--- config.mk ---
export PLATFORM = sky130hd
export DESIGN_NAME = psa_ctrl
export DESIGN_NICKNAME = d
export VERILOG_FILES = /design/src/hdl/psa_pkg.sv /design/src/hdl/psa_ctrl.sv
export SDC_FILE = /design/constraint.sdc
export NUM_CORES = 1
export LEC_CHECK = 0
export BUFFER_PORTS_ARGS = -buffer_cell sky130_fd_sc_hd__buf_2
export CAP_MARGIN = 20
export CELL_PAD_IN_SITES_DETAIL_PLACEMENT = 0
export CELL_PAD_IN_SITES_GLOBAL_PLACEMENT = 2
export CORE_MARGIN = 2
export CORE_UTILIZATION = 30
export CTS_BUF_LIST = sky130_fd_sc_hd__clkbuf_8
export DETAILED_ROUTE_END_ITERATION = 16
export PLACE_DENSITY_LB_ADDON = 0.25
export SLEW_MARGIN = 10
export SYNTH_ARGS = -nofsm -noshare
export SYNTH_HDL_FRONTEND = slang
export SYNTH_SLANG_ARGS = --single-unit
--- constraint.sdc ---
create_clock -name clk_i -period 1.5 [get_ports clk_i]
set_clock_uncertainty 0.05 [all_clocks]
set_input_delay 0.075 -clock clk_i [delete_from_list [all_inputs] [get_ports clk_i]]
set_output_delay 0.075 -clock clk_i [all_outputs]
set_load 0.05 [all_outputs]
--- src/hdl/psa_pkg.sv ---
`timescale 1ns / 1ps
// ----------------------------------------------------------------------------
// psa_pkg
// Types, codes and constants shared by the packet sample admission block.
// ----------------------------------------------------------------------------
package psa_pkg;

  localparam int unsigned InterfaceCount = 1024;
  localparam int unsigned CfgIdxW        = 2;
  localparam int unsigned SamplerW       = 10;
  localparam int unsigned DivSteps       = 32;
  localparam int unsigned StepCntW       = 5;
  localparam logic [31:0] HalfRange      = 32'h7FFF_FFFF;
  localparam int unsigned MacHeader      = 14;

  typedef enum logic [CfgIdxW-1:0] {
    CFG_INGRESS_GROUP = 2'd0,
    CFG_EGRESS_GROUP  = 2'd1
  } cfg_index_e;

  typedef enum logic [1:0] {
    STAT_TAKEN    = 2'd0,
    STAT_FILTERED = 2'd1,
    STAT_UNKNOWN  = 2'd2,
    STAT_HELD     = 2'd3
  } status_e;

  typedef enum logic [2:0] {
    S_CLEAR,
    S_IDLE,
    S_DIV,
    S_EVAL,
    S_ACC,
    S_OUT
  } fsm_state_e;

  typedef struct packed {
    logic [31:0]         group_number;
    logic [31:0]         group_sequence;
    logic [31:0]         raw_rate;
    logic                probability_flag;
    logic [14:0]         header_length;
    logic [31:0]         packet_length;
    logic [SamplerW-1:0] in_interface;
    logic [SamplerW-1:0] out_interface;
    logic                in_known;
    logic                out_known;
    logic [31:0]         in_conf_n;
    logic [31:0]         out_conf_n;
  } in_req_t;

  typedef struct packed {
    logic [1:0]          status;
    logic [31:0]         effective_n;
    logic [31:0]         converted_rate;
    logic [30:0]         drop_count;
    logic                is_egress;
    logic [SamplerW-1:0] sampler_interface;
    logic [14:0]         payload_length;
    logic [31:0]         pdu_length;
  } out_req_t;

  typedef struct packed {
    logic clr_we;
    logic load;
    logic div_step;
    logic eval;
    logic commit;
    logic out_load;
  } ctrl_cmd_t;

  typedef struct packed {
    logic clr_last;
  } ctrl_sts_t;

endpackage

--- src/hdl/psa_ctrl.sv ---
`timescale 1ns / 1ps
// ----------------------------------------------------------------------------
// psa_ctrl
// Sequencer: memory clear sweep, divide iterations, evaluate, commit, output.
// ----------------------------------------------------------------------------
module psa_ctrl (
  input  logic                clk_i,
  input  logic                rst_ni,
  input  logic                in_valid_i,
  output logic                in_stall_o,
  output logic                out_valid_o,
  input  logic                out_stall_i,
  input  psa_pkg::ctrl_sts_t  sts_i,
  output psa_pkg::ctrl_cmd_t  cmd_o
);
  import psa_pkg::*;

  fsm_state_e          state_q, state_d;
  logic [StepCntW-1:0] cnt_q, cnt_d;
  logic                out_valid_q, out_valid_d;
  logic                slot_free;

  assign slot_free   = !out_valid_q || !out_stall_i;
  assign in_stall_o  = (state_q != S_IDLE);
  assign out_valid_o = out_valid_q;

  always_ff @(posedge clk_i or negedge rst_ni) begin
    if (!rst_ni) begin
      state_q     <= S_CLEAR;
      cnt_q       <= '0;
      out_valid_q <= 1'b0;
    end else begin
      state_q     <= state_d;
      cnt_q       <= cnt_d;
      out_valid_q <= out_valid_d;
    end
  end

  always_comb begin
    state_d     = state_q;
    cnt_d       = cnt_q;
    cmd_o       = '0;
    out_valid_d = out_valid_q;
    if (out_valid_q && !out_stall_i) begin
      out_valid_d = 1'b0;
    end
    case (state_q)
      S_CLEAR: begin
        cmd_o.clr_we = 1'b1;
        if (sts_i.clr_last) begin
          state_d = S_IDLE;
        end
      end
      S_IDLE: begin
        if (in_valid_i) begin
          cmd_o.load = 1'b1;
          cnt_d      = '0;
          state_d    = S_DIV;
        end
      end
      S_DIV: begin
        cmd_o.div_step = 1'b1;
        cnt_d          = cnt_q + StepCntW'(1);
        if (cnt_q == StepCntW'(DivSteps - 1)) begin
          state_d = S_EVAL;
        end
      end
      S_EVAL: begin
        cmd_o.eval = 1'b1;
        state_d    = S_ACC;
      end
      S_ACC: begin
        cmd_o.commit = 1'b1;
        state_d      = S_OUT;
      end
      S_OUT: begin
        if (slot_free) begin
          cmd_o.out_load = 1'b1;
          out_valid_d    = 1'b1;
          state_d        = S_IDLE;
        end
      end
      default: begin
        state_d = S_IDLE;
      end
    endcase
  end

endmodule

Word-level counts from Yosys, hierarchy flattened
Index checks and enable logic that the tools add are counted.
{ "classes": {"add_sub_neg": 1, "eq_ne": 11, "muxes": 18, "reduce_logical": 8} }
{ "ops": {"columns": ["cell", "n"], "rows": [
  ["3-bit one-hot mux with 6 select lines", 1],
  ["3-bit two-way mux", 4],
  ["1-bit two-way mux", 11],
  ["5-bit one-hot mux with 2 select lines", 1],
  ["2-bit inequality test, second input constant", 4],
  ["3-bit by 2-bit equality test with 1-bit output, second input constant", 2],
  ["3-bit equality test, second input constant", 2],
  ["5-bit by 1-bit adder with 5-bit output, second input constant", 1],
  ["5-bit equality test, second input constant", 1],
  ["5-bit two-way mux", 1],
  ["4-bit AND reduction", 1],
  ["3-bit by 1-bit equality test with 1-bit output, second input constant", 1],
  ["3-bit zero test", 1],
  ["3-bit by 1-bit inequality test with 1-bit output, second input constant", 1],
  ["1-bit zero test", 2],
  ["2-bit AND reduction", 1],
  ["2-bit nonzero test", 1],
  ["1-bit logical AND", 1],
  ["1-bit logical OR", 1]
]} }
{ "totals": {"regBits": 9, "inputBits": 5, "output_inout_bits": 8, "elab_cells": 41} }

Depth between registers and ports, before layout
{ "logic_depth": {"depth_word": 5, "depth_mapped": 5, "mapped_depth_nobuf": 5} }

Least setup slack after synthesis
OpenSTA, ideal clock, no wires.
{ "synth_path": {"path_kind": "flip-flop to flip-flop", "start": "register state_q[1]", "end": "register cnt_q[3]", "setup_ps": 229, "t_arrival_ps": 2371, "t_required_ps": 1221, "setup_slack_ps": -1150, "stages_incl_launch_ff": 4, "n_path_buf": 1, "period_less_slack_ps": 2650, "cell_sequence": "dfrtp_1 > clkbuf_1 > nor4b_1 > a21oi_1"} }
{ "synth_between": {"elab_chain_cells": 3, "word_cells_on_any_way": 6, "classes_between": "3 x eq/ne; 1 x mux; 2 x reduce/logical"} }
{ "synth_rtl": {"columns": ["element", "line", "rtl"], "rows": [
  ["start: declaration", "psa_ctrl.sv:18", "fsm_state_e state_q, state_d;"],
  ["start signal: assignment", "psa_ctrl.sv:33", "state_q <= state_d;"],
  ["3-bit by 1-bit equality test with 1-bit output / 3-bit by 2-bit equality test with 1-bit output (equally long branches)", "psa_ctrl.sv:47", "case (state_q)"],
  ["2-bit inequality test (no source line) / 2-bit nonzero test (equally long branches)", null, null],
  ["2-bit AND reduction (no source line)", null, null],
  ["end signal: assignment", "psa_ctrl.sv:34", "cnt_q <= cnt_d;"],
  ["end: declaration", "psa_ctrl.sv:19", "logic [StepCntW-1:0] cnt_q, cnt_d;"]
]} }
Parallel ways exist; a longest one is shown, timed or not.
A chain may end at the register's enable or synchronous reset.

Worst setup path after layout
{ "layout_path": {"start": "register state_q[0]", "end": "output port in_stall_o"} }
{ "layout_between": {"elab_chain_cells": 1} }
{ "layout_rtl": {"columns": ["element", "line", "rtl"], "rows": [
  ["3-bit by 1-bit inequality test with 1-bit output", "psa_ctrl.sv:24", "assign in_stall_o = (state_q != S_IDLE);"],
  ["end: declaration", "psa_ctrl.sv:10", "output logic in_stall_o,"]
]} }
No other way between the ends.

==> results.py <==
metrics = {
    "run_status": {
        "status": "complete, but fails checks",
        "violations": "negative setup slack",
    },
    "final_layout": {
        "drive_gt1_share_pct": 43.59,
        "instances_no_fill": 94,
        "antenna_cells": 0,
        "design_area_um2": 752.0,
        "post-route-util_pct": 49.92,
        "area_delta_synth_final_pct": 54.50,
        "nNetsFinal": 86,
    },
    "synth": {
        "synth_xor_xnor_area_share_pct": 0,
        "ys_types": 21,
        "synth-compound-area-share_pct": 20.31,
        "synth_area_um2": 486.7,
        "yosysSeqAreaShare_pct": 46.27,
        "post-synth-top-area-cell": "dfrtp_1",
        "synthCells": 55,
        "synth-seq-cells": 9,
        "synth_fa_ha_area_share_pct": 5.141,
        "synth_top_family_by_area": "simple AND/OR/NAND/NOR gates",
        "syn_nets": 62,
        "synth.area.mux_share_pct": 0,
        "yosys_warnings": 0,
        "synth.area.top_cells": "dfrtp_1 (46%), a21oi_1 (9.3%), ha_1 (5.1%)",
        "post-synth-top-area-fraction_pct": 46.27,
        "synthSimpleGateAreaFrac_pct": 22.62,
        "synth_area_per_cell_um2": 8.849,
    },
    "critical_path": {
        "crit_path_start_kind": "flop",
        "r2r_slack_ns": 0.09,
        "critPathMaxFanout": 5,
        "cp-end-kind": "output pin",
        "worstPathRequired_ns": 1.37,
        "arrival_ns": 1.39,
        "crit_type": "flop to output pin",
    },
    "clocking": {
        "clk_path_buf_depth": 2,
        "root_buffer": "clkbuf_8",
        "cts_buffers": 3,
        "cts_tree": "built",
        "cts_max_level": 1,
        "clk_pin_slew_ns": 0.05,
        "clock_sinks": 9,
        "clk_latency_ns": 0.23,
    },
    "placed_design": {
        "dp_cells": 87,
        "numPortBuffers": 12,
        "place_hpwl_um": 795.1,
        "place.gp.congestion": 0.7960,
        "placed_cell_area_um2": 635.6,
    },
    "sta": {
        "min_period_ns": 1.512,
        "finalSetupViolCount": 1,
        "tns_ns": -0.01205,
        "hold_ws_ns": 0.04105,
        "fin_crit_sh_pct": 100.8,
        "finalWorstSetupSlack_ns": -0.01205,
        "maxSlewViolCount": 0,
        "slew_headroom_pct": 83.35,
        "timing_hold_violations_final": 0,
        "tightest_slew_ns": 0.2487,
        "max_freq_mhz": 661.4,
        "rsz0062_at_grt": "true",
    },
    "power": {
        "powerDensity_nw_per_um2": 2349,
        "max-vdd-ir-drop_mv": 0.9686,
        "p_leak_nw": 0.3700,
    },
    "floorplanning": {
        "initial_core_util_pct": 32.31,
        "num_io_pins": 13,
        "die_h_um": 44.28,
        "row_count": 14,
        "die_w_um": 44.28,
        "core-area_um2": 1506,
        "die-area_um2": 1961,
    },
    "routing": {
        "ant_nets": 0,
        "wl_um": 1179,
        "drt_iter0_markers": 9,
        "num_vias": 472,
        "drt_pass1_iterations": 4,
        "vias_per_cell": 5.021,
        "detail_route.wl_per_cell_um": 12.54,
        "drc": 0,
    },
    "hold_path": {
        "hp-class": "input pin to flop",
    },
    "grt": {
        "grt-ovfl-total": 0,
        "grtUsageTotal_pct": 15.20,
        "grt_max_degree": 12,
        "first_global_vias": 460,
        "grt_pass1_wl_um": 2090,
        "antenna_found_initial": 0,
    },
    "job": {
        "max-cap-violations": 0,
    },
}
-- power by group --
part,internal [mW],switching (mW),total [mW]
combinational,0.450,0.667,1.12
clock,0.178,0.0959,0.274
sequential,0.322,0.0539,0.376
-- final timing paths --
check / end / cells after the start / from
min in group asynchronous: state_q[2] / 2 / rst_ni
hold / removal: out_valid_o / 3 / out_stall_i
hold reg to reg: cnt_q[2] / 1 / cnt_q[2]
setup reg to reg: cnt_q[3] / 3 / state_q[2]
max in group asynchronous: out_valid_o / 2 / rst_ni
setup / recovery: in_stall_o / 4 / state_q[0]
-- routing by layer --
metal | GRT usage, % | routed length (um) | up-vias
li1 | - | - | 247
met1 | 18.83 | 563 | 217
met2 | 23.82 | 558 | 8
met3 | 7.347 | 57 | 0
met4 | 3.636 | 0 | 0
met5 | 0 | 0 | -
-- cells in the mapped netlist --
| library cell | instances |
|---|---|
| nand2b_1 | 1 |
| nor2_1 | 3 |
| o21ai_0 | 3 |
| nand2_1 | 4 |
| o22ai_1 | 1 |
| or3b_1 | 1 |
| clkbuf_1 | 2 |
| a31o_2 | 1 |
| nand3_1 | 2 |
| a311oi_1 | 2 |
| dfrtp_1 | 9 |
| nor3_1 | 2 |
| inv_1 | 4 |
| and3_1 | 2 |
| ha_1 | 2 |
| a31oi_1 | 1 |
| or3_1 | 2 |
| buf_2 | 1 |
| nor4b_1 | 1 |
| a21oi_1 | 9 |
| nand3b_1 | 2 |
-- through the flow --
step,power (mW),setup WS (ns)
2_1_floorplan,1.055,-0.1089
3_3_place_gp,1.328,0.1384
3_5_place_dp,1.318,0.1346
4_1_cts,1.742,-0.005583
5_1_grt,1.904,-0.09611
6_report,1.767,-0.01205
-- timing repair --
item                                    4_1_cts  5_1_grt
gates resized for setup                       9        8
hold buffers                                  1        0
setup buffers                                 3        0
endpoints found under the setup margin        5        5
hold endpoints to repair                      9        0
pin swaps                                     1        0
-- critical path, stage by stage, from the launching register on --
cell and delay (ns):
dfrtp_1 0.36, buf_6 0.11, clkinvlp_4 0.13, or3_4 0.39
buf_6 0.16
-- cells by family after synthesis --
kind of cell,after synthesis
flops,9
compound gates,17
fa+ha+maj,2
buf+inv,7
simple gates,20
-- flip-flops by register name (all words and copies together) (netlist names) --
| signal | flops |
|---|---|
| state_q | 3 |
| cnt_q | 5 |
| out_valid_o | 1 |
-- final cells by class --
type                       instances  area (um^2)
fill                             159        754.5
multi-input combinational         39        270.3
sequential                         9        225.2
timing repair buffer              22        172.7
clock buffer                       3        41.29
tap                               16        20.02
inverter                           4        18.77
clock inverter                     1        3.754
-- layout by cell type (no fill, tap or decap), drive strengths merged --
cell / count
buf: 21
nand3b: 2
a31oi: 1
clkinvlp: 1
o21ai: 3
nor4b: 1
a311oi: 2
nor3: 2
nor2: 3
or3: 2
or3b: 1
nand3: 2
nand2: 4
a31o: 1
dfrtp: 9
nand2b: 1
inv: 4
a21oi: 9
and3: 2
clkbuf: 3
dlygate4sd3: 1
o22ai: 1
ha: 2
Note: power is estimated with default switching activity, not from simulation.
